### src/rtl/core/ochm_ram.sv
// Generic single-write, single-read synchronous RAM with registered read data.
module ochm_ram #(
   parameter int WIDTH = 8,
   parameter int DEPTH = 16
) (
   input  logic                     clock,
   input  logic                     we,
   input  logic [$clog2(DEPTH)-1:0] waddr,
   input  logic [WIDTH-1:0]         wdata,
   input  logic [$clog2(DEPTH)-1:0] raddr,
   output logic [WIDTH-1:0]         rdata
);

   logic [WIDTH-1:0] mem_ff [DEPTH];
   logic [WIDTH-1:0] rdata_ff;

   always_ff @(posedge clock) begin
      if (we) begin
         mem_ff[waddr] <= wdata;
      end
      rdata_ff <= mem_ff[raddr];
   end

   assign rdata = rdata_ff;

endmodule

### config.mk
export PLATFORM = sky130hd
export DESIGN_NAME = ochm_ram
export DESIGN_NICKNAME = d
export VERILOG_FILES = /design/src/rtl/core/ochm_ram.sv
export SDC_FILE = /design/constraint.sdc
export NUM_CORES = 1
export LEC_CHECK = 0
export ABC_AREA = 1
export BUFFER_PORTS_ARGS = -buffer_cell sky130_fd_sc_hd__buf_4
export CORE_ASPECT_RATIO = 0.6
export CORE_MARGIN = 1
export CORE_UTILIZATION = 40
export DETAILED_ROUTE_END_ITERATION = 10
export GPL_TIMING_DRIVEN = 0
export PLACE_DENSITY = 0.67
export SLEW_MARGIN = 20
export SYNTH_ARGS = -nofsm -noshare
export SYNTH_HDL_FRONTEND = slang
export SYNTH_SLANG_ARGS = --single-unit
### constraint.sdc
create_clock -name clock -period 1.61 [get_ports clock]
set_input_delay 0.4025 -clock clock [delete_from_list [all_inputs] [get_ports clock]]
set_output_delay 0.4025 -clock clock [all_outputs]
set_load 0.05 [all_outputs]
==> results by group, run 1 <==
Floorplanning
  • Die area: 14920 um2
  • # IOs: 26
  • Die extent in x: about 160 um
  • Initial Utilization: 0.4157
  • Rows: 33
  • Height of the die: 95.01 um
  • Core footprint: ~14000 um2

Power
  • Logic pwr share: 0.080
  • Leakage: 2.882 nW
  • Sw frac: 0.2322
  • Internal power: between 6 and 7 mW
  • Clock Power Share: 0.428
  • Net switching power: approximately 1.9 mW
  • VDD IR-drop max: about 660 uV
  • Power density cells: roughly 1200 nW/um2
  • Total power: around 8.1 mW
  • Seq pwr share: 0.491

STA
  • Clk_skew: 0.005439 ns
  • TNS Setup: 0 ns
  • Final Hold Vio Count: 0
  • Peak Freq: 0.6464 GHz
  • Tmin final: 1.547 ns
  • Final Max Slew Viols: 0
  • Endpoints failing setup: 0
  • Max_slew headroom: 0.3484
  • Crit share post-route: 0.9608
  • RSZ-0062 raised after global routing: false
  • Actual slew at the worst max-slew pin: a little under 1 ns
  • Setup slack after layout: about 0.063 ns

Placed design
  • Final GP Congestion: slightly below 0.9
  • Dpl ws: -0.3807 ns
  • Post-DP HPWL: 10370 um
  • # port buffers: 22

GRT
  • Grt total ovfl: 0
  • Vias in the first global route: 3657
  • First-pass GRT wire length: 22800 um
  • GRT Total Usage: 0.2236
  • Initial antenna violation count: 0
  • Pin count of the biggest net entering global routing: 17

Worst setup path
  • Critical path arrival: between 1.5 and 2 ns
  • Flop2flop setup slack: about 0.53 ns
  • Reg2reg start: mem_ff[7][6]
  • Crit path max-delay cell type: nor2_1
  • CP Cell Sequence: buf_4 > nand3b_1 > nor2_1
  • CP Class: in -> reg
  • Worst setup EP type: flip-flop
  • Worst-path maximum fanout: 8
  • WP data required: ~1.6 ns
  • CP Launch Type: primary input
  • Worst reg2reg endpoint: rdata[6]
  • WP buf/inv: 1
  • Worst stage delay on the critical path: about 0.76 ns
  • R2R depth: 6
  • Top Family by Delay on Critical Path: simple AND/OR/NAND/NOR gates

Logic synthesis
  • Mapped Cells: approximately 550
  • Avg Inst Size Synth: between 10 and 15 um2
  • Yosys warning count: 0
  • Register area share after synthesis: 0.6943
  • Synth Register Bits: 136
  • Synth unique cells: 12
  • Synth top area share: 0.6665
  • Mapped cell area: between 5000 and 6000 um2
  • Area leader, netlist: edfxtp_1
  • Syn Nets: about 570
  • Synth top area cells: edfxtp_1 67%, nand2_1 11%, nand3_1 8.4%

Run
  • Max-Cap Viols: 0

Drt
  • Per-cell routed wire length: between 15 and 20 um
  • DRC viols: 0
  • Drt initial violations: about 440
  • Vias per cell: about 5.0
  • DR vias: 4018
  • Initial DRT Pass Iterations: 5
  • DRT antenna net count: 0
  • Total Routed Length: about 15000 um

Min path
  • Min-Delay Path Depth: 1
  • Hold Crit Class: in -> reg
  • HP Start: wdata[0]
  • Min-Delay Endpoint: mem_ff[5][0]

Clocking
  • Post-cts resize count: 0
  • CTS sink cnt: approximately 140
  • CTS max path bufs: 2
  • Postcts setup bufs: 0
  • CTS tree: built
  • Hold Buf Count CTS: 0
  • Clk slew on worst S/H paths: approximately 0.060 ns
  • CTS buffer count: 17
  • Root Buffer: clkbuf_16
  • Clock latency on the worst-skew pair: 0.41 ns
  • H-tree depth: 4

Run status
  • Outcome: finished, final reports clean

Layout
  • Antenna Cells: 0
  • Nets@finish: slightly above 600
  • Layout Utilization: 0.4827
  • P&R area growth vs syn: 16.12%
  • Layout cells sized above 1: 0.1207
Yosys cell counts (all sizes together):
cell type  instances
buf               24
edfxtp           128
nand2            173
nand3             97
inv              102
nor2              17
dfxtp              8
nand3b             2
cell type report:
type | count | area, um2
multi-input cells | 289 | 1216
plain buffers | 24 | 166.4
clock buffers | 20 | 436.7
repair buffers | 22 | 165.2
flip-flops and latches | 136 | 4004
inverters | 102 | 382.9
fillers | 1301 | 7177
clock inverters | 12 | 85.08
well taps | 192 | 240.2
power by group through the flow:
stage	Clock, mW	Sequential, mW	Combinational (mW)
floorplan	0	4.13	0.279
global placement	0	4.05	0.628
detailed placement	0	4.05	0.634
CTS	3.50	3.98	0.637
global route	3.66	3.99	0.692
finish	3.47	3.98	0.649
stage by stage:
| stage | cell area, um2 | std cells | hold slack [ns] |
|---|---|---|---|
| global route | 6696 | 797 | 0.3428 |
| CTS | 6694 | 797 | 0.3431 |
| global placement | 6172 | 765 | 0.6934 |
| finish | 6696 | 797 | 0.3588 |
| floorplan | 5767 | 551 | 0.5014 |
| detailed placement | 6172 | 765 | 0.6961 |
worst max path at each step:
stage	start	endpoint	slack, ns	cells past startpoint
floorplan	waddr[2]	mem_ff[10][0]	0.26	2
detailed placement	waddr[2]	mem_ff[8][3]	-0.38	3
global placement	waddr[3]	mem_ff[5][7]	-0.29	3
global route	waddr[3]	mem_ff[4][6]	0.02	3
finish	waddr[2]	mem_ff[9][0]	0.06	3
CTS	waddr[2]	mem_ff[8][3]	0.05	3
per-layer routing:
| layer | GRT usage | wire (um) |
|---|---|---|
| met3 | 0.05645 | 1728 |
| met2 | 0.2822 | 5890 |
| met4 | 0.04854 | 127 |
| met1 | 0.3694 | 7609 |
| met5 | 0 | 0 |
placed cells by master (no fill, tap or decap):
cell,synthesis,layout
buf_1,1,1
buf_2,13,13
buf_4,4,26
buf_6,6,6
bufinv_16,0,1
clkbuf_1,0,3
clkbuf_16,0,17
clkinv_1,0,4
clkinv_2,0,5
clkinvlp_4,0,2
dfxtp_1,8,8
edfxtp_1,128,128
inv_1,100,100
inv_2,2,2
nand2_1,173,173
nand3_1,97,97
nand3b_1,2,2
nor2_1,17,16
nor2_2,0,1
worst reg2reg max path, delay by kind of cell (launching register included):
kind / cells / cell delay (ns)
flops: 1 / 0.37
simple gates: 5 / 0.52
buf+inv: 1 / 0.06
flip-flops by register name, summed over array words and instances (netlist names):
register / count
mem_ff: 128
rdata: 8
cells by family (layout without fill, tap and decap cells):
logic type             Yosys count  count (layout)  share of synthesized area
and+or+nand+nor                289             289                     0.2105
buffers and inverters          126             180                    0.09525
DFF                            136             136                     0.6943
Power figures use the tool's default switching activity.
==> run 2, diff against run 1 <==
MAX_ROUTING_LAYER = met4   (was unset)
==> results by group, run 2 (synthesis gave the netlist of run 1 again) <==
Worst setup path
  • CP Launch Type: primary input
  • WP data required: ~1.7 ns
  • Worst-path maximum fanout: 8
  • Worst stage delay on the critical path: around 0.74 ns
  • CP Cell Sequence: buf_4 > nand3b_1 > nor2_1
  • Critical path arrival: approximately 1.5 ns
  • R2R depth: 6
  • CP Class: in -> reg
  • Top Family by Delay on Critical Path: simple AND/OR/NAND/NOR gates
  • Worst reg2reg endpoint: rdata[5]
  • Flop2flop setup slack: about 0.55 ns
  • Crit path max-delay cell type: nor2_1
  • Worst setup EP type: flip-flop
  • WP buf/inv: 1
  • Reg2reg start: mem_ff[6][5]

STA
  • RSZ-0062 raised after global routing: false
  • Endpoints failing setup: 0
  • Actual slew at the worst max-slew pin: roughly 0.91 ns
  • Final Max Slew Viols: 0
  • Tmin final: approximately 1.5 ns
  • Setup slack after layout: 0.1233 ns
  • Peak Freq: slightly below 0.7 GHz
  • Max_slew headroom: 0.3923
  • Crit share post-route: 0.9234
  • Final Hold Vio Count: 0
  • Clk_skew: just over 0.006 ns
  • TNS Setup: 0 ns
  • Worst hold slack: about 0.35 ns

Clocking
  • Postcts setup bufs: 0
  • Clock latency on the worst-skew pair: between 0.4 and 0.5 ns
  • H-tree depth: 4
  • Clk slew on worst S/H paths: around 0.06 ns
  • CTS max path bufs: 2
  • Hold Buf Count CTS: 0
  • CTS tree: built
  • CTS buffer count: 17
  • Root Buffer: clkbuf_16
  • Post-cts resize count: 0
  • CTS sink cnt: roughly 140

Drt
  • Per-cell routed wire length: approximately 19 um
  • DR vias: approximately 4000
  • DRT antenna net count: 0
  • Total Routed Length: around 15000 um
  • Drt initial violations: about 490
  • DRC viols: 0
  • Vias per cell: 5.006
  • Initial DRT Pass Iterations: 5

GRT
  • Grt total ovfl: 0
  • GRT busiest layer: met1
  • GRT Total Usage: 0.2324
  • Initial antenna violation count: 0
  • Met3 GRT Util: 0.08995
  • Vias in the first global route: 3627
  • Pin count of the biggest net entering global routing: 17
  • Grt met2 use: 0.2889
  • Global routing usage on met1: 0.3433
  • First-pass GRT wire length: between 20000 and 25000 um

Layout
  • Largest register FFs: between 100 and 150
  • P&R area growth vs syn: 16.95%
  • Filler Cell Count: between 1000 and 1500
  • Layout Utilization: 0.4861
  • Nets@finish: just over 600
  • Layout cells sized above 1: 0.1256
  • Most flops, register: mem_ff
  • FF/Latch Area: ~4000 um2
  • Commonest non-fill, non-tap cells in the layout: 173 x nand2_1, 128 x edfxtp_1, 100 x inv_1
  • Antenna Cells: 0
  • Design area: between 6000 and 7000 um2
  • Final cell count without fillers: around 800
  • Commonest non-fill, non-tap cell in the layout: nand2_1
  • Multi-input logic area: around 1200 um2

Floorplanning
  • Die area: roughly 15000 um2
  • Die extent in x: ~160 um
  • Rows: 33
  • Core footprint: 13870 um2
  • Initial Utilization: 0.4157
  • Height of the die: around 95 um
  • # IOs: 26

Min path
  • Min-Delay Endpoint: mem_ff[4][0]
  • HP Start: wdata[0]
  • Hold Crit Class: in -> reg
  • Min-Delay Path Depth: 1

Placed design
  • Final GP Congestion: 0.9248
  • # port buffers: 22
  • Post-DP Area: around 6000 um2
  • Post-DP HPWL: about 10000 um
  • Dpl ws: -0.3223 ns
  • DP Cell Count: roughly 770

Run status
  • Outcome: finished, final reports clean

Power
  • Leakage: between 2 and 3 nW
  • VDD IR-drop max: between 600 and 700 uV
  • Power density cells: ~1200 nW/um2
  • Total power: roughly 8.3 mW

Run
  • Max-Cap Viols: 0
[run 2: changes by cell type in the layout (fill, tap and decap cells not counted)]
cell	delta
clkbuf_8	+5
clkinv_1	-4
clkinv_2	-1
clkinv_4	+1
clkinvlp_4	-1
nor2_1	+1
nor2_2	-1
[run 2: layout make-up]
class	instances	area share
Buffer	24	0.02468
Clock buffer	25	0.07495
Clock inverter	7	0.009833
Inverter	102	0.05677
Multi-Input combinational cell	289	0.1800
Sequential cell	136	0.5937
Tap cell	192	0.03562
Timing Repair Buffer	22	0.02449
[run 2: how the worst max path moves through the flow]
stage                         from            end  slack, ns  depth (start not counted)
after floorplan           waddr[2]  mem_ff[10][0]       0.26                          2
after global placement    waddr[3]   mem_ff[5][7]      -0.26                          3
after detailed placement  waddr[2]   mem_ff[9][4]      -0.32                          3
after CTS                 waddr[3]   mem_ff[4][2]       0.13                          3
after global routing      waddr[2]   mem_ff[9][5]       0.04                          3
final                     waddr[3]   mem_ff[5][2]       0.12                          3
[run 2: where the power goes]
part           internal [mW]  switching [mW]  leakage [nW]
clock                   2.32            1.38         0.283
sequential              3.96          0.0212          1.22
combinational          0.176           0.468          1.41
total                   6.46            1.87          2.91
[run 2: layer usage]
layer	routed length [um]	vias to the layer above
met2	5875	200
met1	7318	1915
met4	144	0
met5	0	-
li1	-	1861
met3	1887	14
==> run 3, diff against run 2 <==
ABC_AREA = unset   (was 1)
==> results by group, run 3 <==
Drt
  • Initial DRT Pass Iterations: 4
  • DR vias: approximately 2500
  • DRC viols: 0
  • Drt initial violations: roughly 350
  • DRT antenna net count: 0
  • Per-cell routed wire length: 23.58 um
  • Total Routed Length: 10590 um
  • Vias per cell: ~5.5

Floorplanning
  • Height of the die: between 80 and 90 um
  • # IOs: 26
  • Die extent in x: ~150 um
  • Die area: 13340 um2
  • Initial Utilization: 0.4186
  • Rows: 31
  • Core footprint: ~12000 um2

Logic synthesis
  • Mapped cell area: between 5000 and 6000 um2
  • Ys async rst share: 0
  • Area leader, netlist: edfxtp_1
  • Synth Register Bits: approximately 140
  • Mapped Cells: roughly 230
  • Yosys warning count: 0
  • Post-synth EDFFs: ~130
  • Register area share after synthesis: 0.7778
  • Top-count cell post-synth: edfxtp_1
  • Avg Inst Size Synth: around 22 um2
  • Synth top area cells: edfxtp_1 75%, mux4_2 7.9%, mux4_1 7.1%
  • Top cells by count, synth: 128 x edfxtp_1, 18 x mux4_2, 16 x a22oi_1
  • Synth unique cells: 19
  • Predominant post-synthesis flop cell: edfxtp_1
  • Syn Nets: about 250
  • Synth top area share: 0.7467

Worst setup path
  • WP data required: approximately 1.7 ns
  • Worst-path maximum fanout: 8
  • Worst setup EP type: flip-flop
  • CP Launch Type: primary input
  • CP Class: in -> reg
  • Critical path arrival: 1.57 ns

Clocking
  • H-tree depth: 4
  • Clock latency on the worst-skew pair: approximately 0.42 ns
  • Root Buffer: clkbuf_16
  • CTS tree: built
  • Clk slew on worst S/H paths: roughly 0.060 ns
  • CTS buffer count: 17
  • Hold Buf Count CTS: 0
  • Postcts setup bufs: 0
  • CTS sink cnt: around 140
  • CTS max path bufs: 2

Layout
  • Most flops, register: mem_ff
  • Commonest non-fill, non-tap cells in the layout: 128 x edfxtp_1, 25 x buf_4, 18 x mux4_2
  • Layout cells sized above 1: 0.2993
  • FF/Latch Area: approximately 4000 um2
  • Antenna Cells: 0
  • P&R area growth vs syn: 19.15%
  • Largest register FFs: between 100 and 150
  • Commonest non-fill, non-tap cell in the layout: edfxtp_1
  • Layout Utilization: 0.4988
  • Design area: slightly above 6000 um2
  • Multi-input logic area: approximately 1100 um2
  • Nets@finish: 290
  • Filler Cell Count: between 900 and 1000

STA
  • Tmin final: roughly 1.5 ns
  • Endpoints failing setup: 0
  • Final Hold Vio Count: 0
  • Actual slew at the worst max-slew pin: ~0.84 ns
  • Setup slack after layout: about 0.096 ns
  • Max_slew headroom: 0.4384
  • Crit share post-route: 0.9406
  • Final Max Slew Viols: 0
  • TNS Setup: 0 ns
  • Clk_skew: 0.008534 ns
  • Peak Freq: 0.6603 GHz
  • RSZ-0062 raised after global routing: false

Placed design
  • # port buffers: 24
  • Final GP Congestion: 0.7874
  • Post-DP Area: ~5600 um2
  • Post-DP HPWL: a little under 7000 um
  • Dpl ws: -0.5716 ns

GRT
  • Pin count of the biggest net entering global routing: 17
  • Grt total ovfl: 0
  • First-pass GRT wire length: between 15000 and 20000 um
  • Initial antenna violation count: 0
  • Vias in the first global route: ~2400
  • GRT Total Usage: 0.1775

Power
  • Leakage: 2.042 nW
  • Power density cells: between 1000 and 1500 nW/um2
  • Total power: approximately 8.3 mW
  • VDD IR-drop max: between 700 and 800 uV

Run
  • Max-Cap Viols: 0

Min path
  • Hold Crit Class: in -> reg

Run status
  • Outcome: finished, final reports clean
## run 3: metal layers
metal  global-route usage  up-vias  routed length (um)
met3              0.04518       15                 940
met2               0.2188      105                4501
met5                    -        -                   0
li1                     -     1059                   -
met1               0.2744     1296                4997
met4              0.07216        0                 146
## run 3: kinds of logic (layout without fill, tap and decap cells)
| logic type | after synthesis | in the layout | share of synthesized area |
|---|---|---|---|
| compound gates | 16 | 16 | 0.02334 |
| buf+inv | 10 | 65 | 0.01677 |
| flops | 136 | 136 | 0.7778 |
| mux | 32 | 32 | 0.1502 |
| simple gates | 35 | 35 | 0.03184 |
## run 3: layout make-up
type                       instances  area share
multi-input combinational         83      0.1779
clock buffer                      18     0.06997
buffer                            10     0.01408
sequential                       136      0.6528
tap                              165     0.03366
clock inverter                    13     0.02224
timing repair buffer              24     0.02938
## run 3: final timing paths
check                             startpoint       endpoint  slack, ns  cells after the start
worst min-delay path                wdata[2]  mem_ff[10][2]       0.31                      1
worst max-delay path                waddr[2]   mem_ff[2][7]        0.1                      3
worst max register to register  mem_ff[5][1]       rdata[1]       0.26                      3
worst min register to register  mem_ff[8][1]       rdata[1]       0.68                      3
## run 3: power breakdown
| group | total, mW | internal [mW] | switching [mW] | leakage, nW |
|---|---|---|---|---|
| Combinational | 0.499 | 0.185 | 0.315 | 0.541 |
| Clock | 3.78 | 2.38 | 1.40 | 0.277 |
| Sequential | 3.98 | 3.96 | 0.0192 | 1.22 |
## run 3: what timing repair did
item,CTS,global route
pin swaps,0,0
endpoints found under the setup margin,32,24
gates resized for setup,1,3
## run 3: worst max-delay path, cell delays in order
cell and delay (ns):
buf_4 0.12, or3b_2 0.57, nor2_2 0.47
## run 3: per-stage QoR
| step | hold WS (ns) | instances |
|---|---|---|
| floorplan | 0.5014 | 229 |
| global placement | 0.6525 | 418 |
| detailed placement | 0.6725 | 418 |
| CTS | 0.3071 | 449 |
| global route | 0.3171 | 449 |
| finish | 0.3118 | 449 |
